==> src/hdl/assert_macros.svh <==
// Assertion macros shared by the hasher modules.
// Each macro expands to one labeled concurrent assertion on clk_i and rst_ni.
`ifndef ASSERT_MACROS_SVH
`define ASSERT_MACROS_SVH

// Implication checked every clock edge outside reset.
`define ASSERT_IMP(label, ante, cons) \
  label: assert property (@(posedge clk_i) disable iff (!rst_ni) (ante) |-> (cons)) \
    else $error("assertion failed");

// Property that must hold at every clock edge outside reset.
`define ASSERT_ALWAYS(label, prop) \
  label: assert property (@(posedge clk_i) disable iff (!rst_ni) (prop)) \
    else $error("assertion failed");

`endif

==> src/hdl/sha256_pkg.sv <==
// Package for the SHA-256 message hasher: item types, constants, round table.
// Used by the controller, datapath and top level.
`timescale 1ns / 1ps

package sha256_pkg;

  localparam int unsigned CountW = 61;
  localparam logic [7:0] PadByte = 8'h80;
  localparam logic [5:0] LengthPos = 6'd56;

  typedef struct packed {
    logic [7:0] data_byte;
    logic       byte_present;
    logic       last_byte;
  } in_item_t;

  typedef struct packed {
    logic [31:0] digest_word;
    logic [2:0]  word_index;
    logic        last_word;
  } out_item_t;

  // Datapath commands.
  typedef enum logic [2:0] {
    CMD_NONE,
    CMD_PUT,
    CMD_START,
    CMD_LENGTH,
    CMD_CLEAR,
    CMD_RESET_CHAIN
  } dp_cmd_e;

  typedef struct packed {
    dp_cmd_e    cmd;
    logic [5:0] pos;
    logic [7:0] data;
  } dp_ctrl_t;

  typedef struct packed {
    logic busy;
  } dp_stat_t;

  function automatic logic [31:0] iv_word(input logic [2:0] i);
    logic [31:0] r;
    case (i)
      3'd0: r = 32'h6a09e667;
      3'd1: r = 32'hbb67ae85;
      3'd2: r = 32'h3c6ef372;
      3'd3: r = 32'ha54ff53a;
      3'd4: r = 32'h510e527f;
      3'd5: r = 32'h9b05688c;
      3'd6: r = 32'h1f83d9ab;
      default: r = 32'h5be0cd19;
    endcase
    return r;
  endfunction

  localparam logic [31:0] RoundK [64] = '{
    32'h428a2f98, 32'h71374491, 32'hb5c0fbcf, 32'he9b5dba5,
    32'h3956c25b, 32'h59f111f1, 32'h923f82a4, 32'hab1c5ed5,
    32'hd807aa98, 32'h12835b01, 32'h243185be, 32'h550c7dc3,
    32'h72be5d74, 32'h80deb1fe, 32'h9bdc06a7, 32'hc19bf174,
    32'he49b69c1, 32'hefbe4786, 32'h0fc19dc6, 32'h240ca1cc,
    32'h2de92c6f, 32'h4a7484aa, 32'h5cb0a9dc, 32'h76f988da,
    32'h983e5152, 32'ha831c66d, 32'hb00327c8, 32'hbf597fc7,
    32'hc6e00bf3, 32'hd5a79147, 32'h06ca6351, 32'h14292967,
    32'h27b70a85, 32'h2e1b2138, 32'h4d2c6dfc, 32'h53380d13,
    32'h650a7354, 32'h766a0abb, 32'h81c2c92e, 32'h92722c85,
    32'ha2bfe8a1, 32'ha81a664b, 32'hc24b8b70, 32'hc76c51a3,
    32'hd192e819, 32'hd6990624, 32'hf40e3585, 32'h106aa070,
    32'h19a4c116, 32'h1e376c08, 32'h2748774c, 32'h34b0bcb5,
    32'h391c0cb3, 32'h4ed8aa4a, 32'h5b9cca4f, 32'h682e6ff3,
    32'h748f82ee, 32'h78a5636f, 32'h84c87814, 32'h8cc70208,
    32'h90befffa, 32'ha4506ceb, 32'hbef9a3f7, 32'hc67178f2
  };

  function automatic logic [31:0] rotr(input logic [31:0] x, input int unsigned n);
    return (x >> n) | (x << (32 - n));
  endfunction

endpackage

==> src/hdl/sha256_dp.sv <==
// Datapath of the SHA-256 hasher: block buffer, schedule window, round unit, chain value.
// Depends on sha256_pkg; commanded by sha256_ctrl.
`timescale 1ns / 1ps

module sha256_dp (
  input  logic                 clk_i,
  input  logic                 rst_ni,
  input  sha256_pkg::dp_ctrl_t ctrl_i,
  input  logic [63:0]          bit_len_i,
  input  logic [2:0]           rd_idx_i,
  output logic [31:0]          rd_word_o,
  output sha256_pkg::dp_stat_t stat_o
);
  import sha256_pkg::*;

  logic [31:0] blk_q [16];
  logic [31:0] win_q [16];
  logic [31:0] h_q [8];
  logic [31:0] v_q [8];
  logic [6:0]  rnd_q;
  logic        busy_q;
  logic        fold_q;

  logic [31:0] s0, s1, w_new, wt, t1, t2, big0, big1, ch, maj;

  // Schedule and round logic for the current round.
  always_comb begin
    wt    = win_q[0];
    s0    = rotr(win_q[1], 7) ^ rotr(win_q[1], 18) ^ (win_q[1] >> 3);
    s1    = rotr(win_q[14], 17) ^ rotr(win_q[14], 19) ^ (win_q[14] >> 10);
    w_new = s1 + win_q[9] + s0 + win_q[0];
    big1  = rotr(v_q[4], 6) ^ rotr(v_q[4], 11) ^ rotr(v_q[4], 25);
    ch    = (v_q[4] & v_q[5]) ^ (~v_q[4] & v_q[6]);
    t1    = v_q[7] + big1 + ch + RoundK[rnd_q[5:0]] + wt;
    big0  = rotr(v_q[0], 2) ^ rotr(v_q[0], 13) ^ rotr(v_q[0], 22);
    maj   = (v_q[0] & v_q[1]) ^ (v_q[0] & v_q[2]) ^ (v_q[1] & v_q[2]);
    t2    = big0 + maj;
  end

  // Block buffer byte writes, padding clear and length insertion.
  always_ff @(posedge clk_i) begin
    case (ctrl_i.cmd)
      CMD_PUT: begin
        if (ctrl_i.pos[1:0] == 2'd0) begin
          blk_q[ctrl_i.pos[5:2]] <= {ctrl_i.data, 24'd0};
        end else begin
          blk_q[ctrl_i.pos[5:2]][8 * (3 - ctrl_i.pos[1:0]) +: 8] <= ctrl_i.data;
        end
      end
      CMD_CLEAR: begin
        for (int i = 0; i < 16; i++) blk_q[i] <= '0;
      end
      CMD_LENGTH: begin
        blk_q[14] <= bit_len_i[63:32];
        blk_q[15] <= bit_len_i[31:0];
      end
      default: ;
    endcase
  end

  // Round sequencing, one round per cycle.
  always_ff @(posedge clk_i or negedge rst_ni) begin
    if (!rst_ni) begin
      busy_q <= 1'b0;
      fold_q <= 1'b0;
      rnd_q  <= '0;
      for (int i = 0; i < 8; i++) h_q[i] <= iv_word(3'(i));
    end else begin
      fold_q <= 1'b0;
      if (ctrl_i.cmd == CMD_RESET_CHAIN) begin
        for (int i = 0; i < 8; i++) h_q[i] <= iv_word(3'(i));
      end
      if (ctrl_i.cmd == CMD_START) begin
        busy_q <= 1'b1;
        rnd_q  <= '0;
        for (int i = 0; i < 16; i++) win_q[i] <= blk_q[i];
        for (int i = 0; i < 8; i++) v_q[i] <= h_q[i];
      end else if (busy_q) begin
        for (int i = 0; i < 15; i++) win_q[i] <= win_q[i + 1];
        win_q[15] <= w_new;
        v_q[7] <= v_q[6];
        v_q[6] <= v_q[5];
        v_q[5] <= v_q[4];
        v_q[4] <= v_q[3] + t1;
        v_q[3] <= v_q[2];
        v_q[2] <= v_q[1];
        v_q[1] <= v_q[0];
        v_q[0] <= t1 + t2;
        rnd_q  <= rnd_q + 7'd1;
        if (rnd_q == 7'd63) begin
          busy_q <= 1'b0;
          fold_q <= 1'b1;
        end
      end
      // Fold the working variables into the chain value.
      if (fold_q) begin
        for (int i = 0; i < 8; i++) h_q[i] <= h_q[i] + v_q[i];
      end
    end
  end

  assign rd_word_o   = h_q[rd_idx_i];
  assign stat_o.busy = busy_q | fold_q;

  `include "assert_macros.svh"
  `ASSERT_IMP(a_round_range, busy_q, rnd_q < 7'd64)
  `ASSERT_IMP(a_fold_after_last, fold_q, $past(rnd_q) == 7'd63)
  `ASSERT_IMP(a_no_start_busy, ctrl_i.cmd == CMD_START, !stat_o.busy)

endmodule

==> src/hdl/sha256_ctrl.sv <==
// Controller of the SHA-256 hasher: input handshake, padding sequence, digest output.
// Depends on sha256_pkg; drives sha256_dp through command signals.
`timescale 1ns / 1ps

module sha256_ctrl (
  input  logic                  clk_i,
  input  logic                  rst_ni,
  input  logic                  in_valid_i,
  output logic                  in_stall_o,
  input  sha256_pkg::in_item_t  in_item_i,
  output logic                  out_valid_o,
  input  logic                  out_stall_i,
  output sha256_pkg::out_item_t out_item_o,
  output sha256_pkg::dp_ctrl_t  ctrl_o,
  output logic [63:0]           bit_len_o,
  output logic [2:0]            rd_idx_o,
  input  logic [31:0]           rd_word_i,
  input  sha256_pkg::dp_stat_t  stat_i
);
  import sha256_pkg::*;

  typedef enum logic [3:0] {
    S_IDLE, S_BYTE, S_WAIT_BYTE, S_PAD, S_ZERO, S_MID, S_WAIT_MID,
    S_LEN, S_FINAL, S_WAIT_FINAL, S_OUT
  } state_e;

  state_e          state_q;
  logic [CountW-1:0] cnt_q;
  logic [5:0]      pos_q;
  logic            last_q;
  logic [2:0]      idx_q;
  logic            ov_q;
  dp_ctrl_t        ctrl_q;
  logic            take;

  assign in_stall_o = (state_q != S_IDLE);
  assign take       = in_valid_i && !in_stall_o;
  assign bit_len_o  = {cnt_q, 3'b000};
  assign rd_idx_o   = idx_q;
  assign ctrl_o     = ctrl_q;

  // Sequencer: byte intake, padding and output of the eight words.
  always_ff @(posedge clk_i or negedge rst_ni) begin
    if (!rst_ni) begin
      state_q <= S_IDLE;
      cnt_q   <= '0;
      pos_q   <= '0;
      last_q  <= 1'b0;
      idx_q   <= '0;
      ov_q    <= 1'b0;
      ctrl_q  <= '{cmd: CMD_NONE, pos: '0, data: '0};
    end else begin
      ctrl_q <= '{cmd: CMD_NONE, pos: '0, data: '0};
      case (state_q)
        S_IDLE: begin
          if (take) begin
            last_q <= in_item_i.last_byte;
            if (in_item_i.byte_present) begin
              ctrl_q  <= '{cmd: CMD_PUT, pos: cnt_q[5:0], data: in_item_i.data_byte};
              cnt_q   <= cnt_q + 1'b1;
              state_q <= S_BYTE;
              pos_q   <= cnt_q[5:0];
            end else if (in_item_i.last_byte) begin
              state_q <= S_PAD;
            end
          end
        end
        S_BYTE: begin
          if (pos_q == 6'd63) begin
            ctrl_q  <= '{cmd: CMD_START, pos: '0, data: '0};
            state_q <= S_WAIT_BYTE;
          end else begin
            state_q <= last_q ? S_PAD : S_IDLE;
          end
        end
        S_WAIT_BYTE: begin
          // The datapath raises busy in the cycle after the start command.
          if (!stat_i.busy && ctrl_q.cmd != CMD_START) state_q <= last_q ? S_PAD : S_IDLE;
        end
        S_PAD: begin
          ctrl_q  <= '{cmd: CMD_PUT, pos: cnt_q[5:0], data: PadByte};
          pos_q   <= cnt_q[5:0] + 6'd1;
          state_q <= (cnt_q[5:0] == 6'd63) ? S_MID : S_ZERO;
        end
        S_ZERO: begin
          // Zero fill, one byte a cycle, to the end of the block.
          ctrl_q <= '{cmd: CMD_PUT, pos: pos_q, data: 8'h00};
          pos_q  <= pos_q + 6'd1;
          if (pos_q == 6'd63) state_q <= (cnt_q[5:0] >= LengthPos) ? S_MID : S_LEN;
        end
        S_MID: begin
          ctrl_q  <= '{cmd: CMD_START, pos: '0, data: '0};
          state_q <= S_WAIT_MID;
        end
        S_WAIT_MID: begin
          if (!stat_i.busy && ctrl_q.cmd != CMD_START) begin
            ctrl_q  <= '{cmd: CMD_CLEAR, pos: '0, data: '0};
            state_q <= S_LEN;
          end
        end
        S_LEN: begin
          ctrl_q  <= '{cmd: CMD_LENGTH, pos: '0, data: '0};
          state_q <= S_FINAL;
        end
        S_FINAL: begin
          ctrl_q  <= '{cmd: CMD_START, pos: '0, data: '0};
          state_q <= S_WAIT_FINAL;
        end
        S_WAIT_FINAL: begin
          if (!stat_i.busy && ctrl_q.cmd != CMD_START) begin
            idx_q   <= '0;
            ov_q    <= 1'b1;
            state_q <= S_OUT;
          end
        end
        S_OUT: begin
          if (!out_stall_i) begin
            idx_q <= idx_q + 3'd1;
            if (idx_q == 3'd7) begin
              ov_q    <= 1'b0;
              cnt_q   <= '0;
              ctrl_q  <= '{cmd: CMD_RESET_CHAIN, pos: '0, data: '0};
              state_q <= S_IDLE;
            end
          end
        end
        default: state_q <= S_IDLE;
      endcase
    end
  end

  assign out_valid_o            = ov_q;
  assign out_item_o.digest_word = rd_word_i;
  assign out_item_o.word_index  = idx_q;
  assign out_item_o.last_word   = (idx_q == 3'd7);

  `include "assert_macros.svh"
  `ASSERT_IMP(a_out_only_in_out, out_valid_o, state_q == S_OUT)
  `ASSERT_IMP(a_no_take_busy, stat_i.busy, in_stall_o)
  `ASSERT_IMP(a_out_ends, out_valid_o && !out_stall_i && out_item_o.last_word,
              ##1 state_q == S_IDLE)

endmodule

==> src/hdl/sha256_message_hasher.sv <==
// SHA-256 message hasher top level.
// Input channel: one item per accepted valid/stall handshake, carrying one
// message byte (when byte_present is set) and an end mark (last_byte).
// Output channel: eight items per message, the digest words H0 first, each
// with its word_index, and with last_word set on the eighth.
// Item handling: an item with a byte is written into the block buffer and
// the input stalls in the byte state before the next item is taken. The item
// that completes a 64-byte block starts a compression: a load, 64 rounds
// at one a cycle and a fold. An end item pads the block one byte a cycle,
// runs one or two compressions, then presents the eight digest words.
// The input is stalled while padding, compressing and emitting.
// When the receiver stalls, the current digest word holds until taken.
// Reset clears the byte count and loads the initial hash values; the block
// buffer contents are undefined until written and need no clearing.
// After the eighth word is taken the block is ready for a new message.
`timescale 1ns / 1ps

module sha256_message_hasher (
  input  logic                  clk_i,
  input  logic                  rst_ni,
  input  logic                  in_valid_i,
  output logic                  in_stall_o,
  input  sha256_pkg::in_item_t  in_item_i,
  output logic                  out_valid_o,
  input  logic                  out_stall_i,
  output sha256_pkg::out_item_t out_item_o
);
  import sha256_pkg::*;

  dp_ctrl_t    ctrl;
  dp_stat_t    stat;
  logic [63:0] bit_len;
  logic [2:0]  rd_idx;
  logic [31:0] rd_word;

  // Controller: handshakes and padding sequence.
  sha256_ctrl u_ctrl (
    .clk_i       (clk_i),
    .rst_ni      (rst_ni),
    .in_valid_i  (in_valid_i),
    .in_stall_o  (in_stall_o),
    .in_item_i   (in_item_i),
    .out_valid_o (out_valid_o),
    .out_stall_i (out_stall_i),
    .out_item_o  (out_item_o),
    .ctrl_o      (ctrl),
    .bit_len_o   (bit_len),
    .rd_idx_o    (rd_idx),
    .rd_word_i   (rd_word),
    .stat_i      (stat)
  );

  // Datapath: block buffer and compression rounds.
  sha256_dp u_dp (
    .clk_i     (clk_i),
    .rst_ni    (rst_ni),
    .ctrl_i    (ctrl),
    .bit_len_i (bit_len),
    .rd_idx_i  (rd_idx),
    .rd_word_o (rd_word),
    .stat_o    (stat)
  );

endmodule

==> config.mk <==
export PLATFORM = sky130hd
export DESIGN_NAME = sha256_message_hasher
export DESIGN_NICKNAME = d
export VERILOG_FILES = /design/src/hdl/sha256_pkg.sv /design/src/hdl/sha256_dp.sv /design/src/hdl/sha256_ctrl.sv /design/src/hdl/sha256_message_hasher.sv
export VERILOG_INCLUDE_DIRS = /design/src /design/src/hdl
export SDC_FILE = /design/constraint.sdc
export NUM_CORES = 2
export LEC_CHECK = 0
export ABC_AREA = 1
export BUFFER_PORTS_ARGS = -buffer_cell sky130_fd_sc_hd__buf_2
export CORE_AREA = 5 5 540 542
export CTS_BUF_LIST = sky130_fd_sc_hd__clkbuf_8
export CTS_CLUSTER_DIAMETER = 60
export DETAILED_ROUTE_END_ITERATION = 8
export DIE_AREA = 0 0 545 547
export HOLD_SLACK_MARGIN = 0.1
export PLACE_DENSITY_LB_ADDON = 0.05
export RECOVER_POWER = 50
export SKIP_CTS_REPAIR_TIMING = 1
export SLEW_MARGIN = 20
export SYNTH_ARGS = -nofsm -noshare
export SYNTH_HDL_FRONTEND = slang
export SYNTH_HIERARCHICAL = 1
export SYNTH_SLANG_ARGS = --single-unit
==> constraint.sdc <==
create_clock -name clk_i -period 47.7 [get_ports clk_i]
set_clock_uncertainty 0.05 [all_clocks]
set_input_delay 4.77 -clock clk_i [delete_from_list [all_inputs] [get_ports clk_i]]
set_output_delay 4.77 -clock clk_i [all_outputs]
set_load 0.02 [all_outputs]
==> flow_summary.rst <==
.. list-table::
   :header-rows: 1

   * - Metric
     - Value
   * - Area Growth Syn to Fin
     - 9.94%
   * - DP HPWL
     - 334000 µm
   * - Top library cells by usage in the layout, fill and taps aside
     - nand2_1 (3089), inv_1 (1572), o21ai_0 (1528)
   * - Fin crit share
     - 0.355
   * - Hold violation total from the final report
     - 0
   * - Setup crit end kind
     - register
   * - Mean number of vias per cell
     - 5.41
   * - Distinct cell type count of the synthesized netlist
     - 68
   * - Number of global-route vias before repair
     - 86794
   * - Vias after detailed routing
     - 89462
   * - Max stage delay on crit path
     - 6550 ps
   * - Routed length per placed instance
     - 26.8 µm
   * - Crit path arrival time
     - 17540 ps
   * - WHS Path Cells
     - 2
   * - Startpoint of the most critical hold path
     - u_dp/blk_q[4][2]$_SDFFE_PN0P_
   * - Synthesized area divided by synthesized cell count
     - 7.95 µm²
   * - Post-layout min period
     - 16930 ps
   * - Required time reported for the critical path endpoint
     - 48310 ps
   * - Pins Over Slew Limit
     - 2026
   * - Clock Latency Late Sink
     - 1060 ps
   * - Cells after Synth
     - 12550
   * - Clk Tree Root Cell
     - clkbuf_8
   * - TritonCTS buffer count
     - 328
   * - H-tree level count
     - 5
   * - Worst setup SP type
     - input port
   * - X dimension of the die
     - 545 µm
   * - Clock Pin Slew Worst Setup and Hold Paths
     - 60 ps
   * - Gate family responsible for the most delay along the worst path
     - buffers and inverters
   * - Proportion of layout cells with a drive suffix above 1
     - 0.0647
   * - Initial core utilization
     - 0.348
   * - I/O Buffers
     - 51
   * - Worst max-slew margin expressed relative to the limit
     - -5.32
   * - Total number of yosys warnings
     - 6
   * - Height of the die
     - 547 µm
   * - Reg-to-reg startpoint
     - u_ctrl/ctrl_o[15]$_DFF_PN0_
   * - Area of the mapped netlist
     - 0.0998 mm²
   * - Cell-by-cell trace of the critical path
     - clkbuf_1 > inv_1 > nor2_4 > clkbuf_1 > buf_4 > buf_4 > buf_4
   * - Antenna violations before repair
     - 18
   * - Outcome
     - complete, but fails checks
   * - Worst hold path class
     - register to register
   * - Worst path bufs/invs
     - 6
   * - Final antenna-violating net count
     - 0
   * - I/O pins
     - 52
   * - Upper clock frequency limit
     - 0.0591 GHz
   * - Violation count after the first detailed-routing iteration
     - 7989
   * - Filler cells
     - 30229
   * - Core ar.
     - 0.286 mm²
   * - Endpoint of the worst hold path
     - u_dp/blk_q[4][2]$_SDFFE_PN0P_
   * - Critical register-to-register path endpoint
     - u_dp/win_q[0][167]$_DFFE_PP_
   * - Post-synthesis sequential area ratio
     - 0.432
   * - Placed cell count
     - 15933
   * - Post-synthesis async set-or-reset flop share
     - 0.219
   * - Final-report setup violation count
     - 0
   * - Slowest stage cell, crit path
     - clkbuf_1
   * - RSZ-0062 raised after global routing
     - no
   * - TritonRoute pass-1 iters
     - 6
   * - CTS Sinks
     - 1638
   * - Maximum number of pins on one net before global-route repair
     - 182
   * - Aggregate global routing overflow
     - 0
   * - Violations in the final reports
     - capacitance limit, slew limit
   * - Final non-filler cell total
     - 16545
   * - Worst-margin pin slew
     - 9480 ps
   * - Classification of the worst setup path
     - input port to register
   * - Max Root-Sink Buffers
     - 4
   * - RePlAce Congestion
     - 1.00
   * - Full die area
     - 0.298 mm²
   * - Most common library cell in the layout ignoring fill and taps
     - nand2_1
   * - Routed wire length
     - 444000 µm
   * - Final setup TNS
     - 0 ps
   * - Layout Nets
     - 13092
   * - Remaining DRCs
     - 0
   * - CTS tree
     - built
   * - Global-route total usage across every layer
     - 0.289
   * - Top FF cell, synth
     - edfxtp_1
   * - Number of enable-type register cells in the synthesized netlist
     - 832
   * - Worst reg-to-reg path cell count
     - 11
   * - First-pass GRT wire length
     - 631000 µm
   * - Std cell rows
     - 197
   * - Largest fanout on the critical path
     - 151
   * - Max-cap violation count
     - 34
   * - Register-to-register path setup slack
     - 34360 ps
   * - Synthesized flop and latch total
     - 1638
   * - Most frequent CP cell
     - buf_4
-- cells in the mapped netlist, drive strengths merged (9+ instances only) --
cell type     n  area share
nor3        116      0.0062
or2          32      0.0020
buf         173      0.0094
nand3b        9     0.00068
dfrtp       222       0.056
nand2      3094        0.12
clkbuf      406       0.015
edfxtp      832        0.25
nand4       122      0.0077
nor2        776       0.030
a221oi       20      0.0018
o211ai       14      0.0011
a22oi         9     0.00068
dfstp       136       0.036
o221ai       27      0.0024
a211oi       12     0.00090
a21o         66      0.0050
a31oi        76      0.0048
ha          401       0.050
mux2i        10      0.0010
dfxtp       448       0.090
inv        1451       0.055
o22ai       100      0.0063
o21bai       82      0.0062
o21ai      1535       0.077
o31ai        16      0.0012
clkinv        9     0.00034
xnor2       177       0.016
nand3       427       0.021
o21a         29      0.0022
a21oi      1204       0.060
fa          195       0.039
nor4         14      0.0010
xor2        215       0.019
a21boi       27      0.0020
-- per-stage QoR --
stage	setup slack, ps	cell area (µm²)	util	hold WS [ps]
floorplan	9310	99800	-	375
global placement	37420	103000	0.361	383
detailed placement	37490	103000	0.361	389
CTS	37340	110000	0.384	386
global route	29580	110000	0.383	410
finish	30770	110000	0.383	394
-- registers in the layout, indices dropped and copies added (netlist names) --
register,cells
u_ctrl/state_q,4
u_dp/blk_q,512
u_dp/busy_q,1
u_ctrl/last_q,1
u_dp/fold_q,1
u_ctrl/ctrl_o,17
u_ctrl/cnt_q,61
u_ctrl/out_valid_o,1
u_dp/win_q,512
u_dp/rnd_q,7
u_dp/h_q,256
u_dp/v_q,256
u_ctrl/rd_idx_o,3
u_ctrl/pos_q,6
-- worst reg2reg max path: stages, from the launching register on --
cell	delay, ps
dfrtp_1	510
inv_1	140
nor2_4	80
clkbuf_1	970
nand2_1	690
nand2_1	430
inv_1	150
nor2_4	90
clkbuf_1	6550
buf_4	1460
buf_4	860
buf_4	950
-- how the worst max path moves through the flow --
stage	cells after the start	startpoint	slack, ps	to
global route	7	rst_ni	29580	u_dp/win_q[0][167]$_DFFE_PP_
finish	7	rst_ni	30770	u_dp/win_q[0][167]$_DFFE_PP_
detailed placement	33	u_dp/rnd_q[4]$_DFFE_PN0P_	37490	u_dp/v_q[0][23]$_DFFE_PP_
floorplan	2	rst_ni	9310	u_dp/v_q[0][0]$_DFFE_PP_
global placement	33	u_dp/rnd_q[4]$_DFFE_PN0P_	37420	u_dp/v_q[0][23]$_DFFE_PP_
CTS	33	u_dp/rnd_q[4]$_DFFE_PN0P_	37340	u_dp/v_q[0][23]$_DFFE_PP_
-- logic make-up (layout without fill, tap and decap cells) --
group / Yosys count / in the layout / synth area share
simple gates: 4604 / 4604 / 0.187
other cells: 1 / 7 / 0.0000376
xor+xnor: 392 / 392 / 0.0344
mux: 17 / 17 / 0.00179
compound gates: 3261 / 3261 / 0.176
fa+ha+maj: 598 / 598 / 0.0896
flops: 1638 / 1638 / 0.432
buf+inv: 2039 / 2247 / 0.0796
-- layer usage --
metal | up-vias | track usage | wire length [µm]
met1 | 44071 | 0.390 | 194000
met2 | 2957 | 0.469 | 205000
li1 | 41795 | - | -
met5 | - | 0 | 27
met3 | 635 | 0.0461 | 27400
met4 | 4 | 0.0986 | 17200
-- area by class of cell --
cell class / count / area, µm² / area share
sequential: 1638 / 43100 / 0.393
multi-input combinational: 8875 / 48700 / 0.444
antenna: 4 / 10.0 / 0.0000913
inverter: 1460 / 5490 / 0.0500
timing repair buffer: 179 / 1050 / 0.00962
clock buffer: 374 / 5150 / 0.0469
tap: 3781 / 4730 / 0.0431
clock inverter: 234 / 1440 / 0.0132
Power is not shown: default switching activity piles up to over one toggle a cycle in this logic, so the estimate is an artifact.
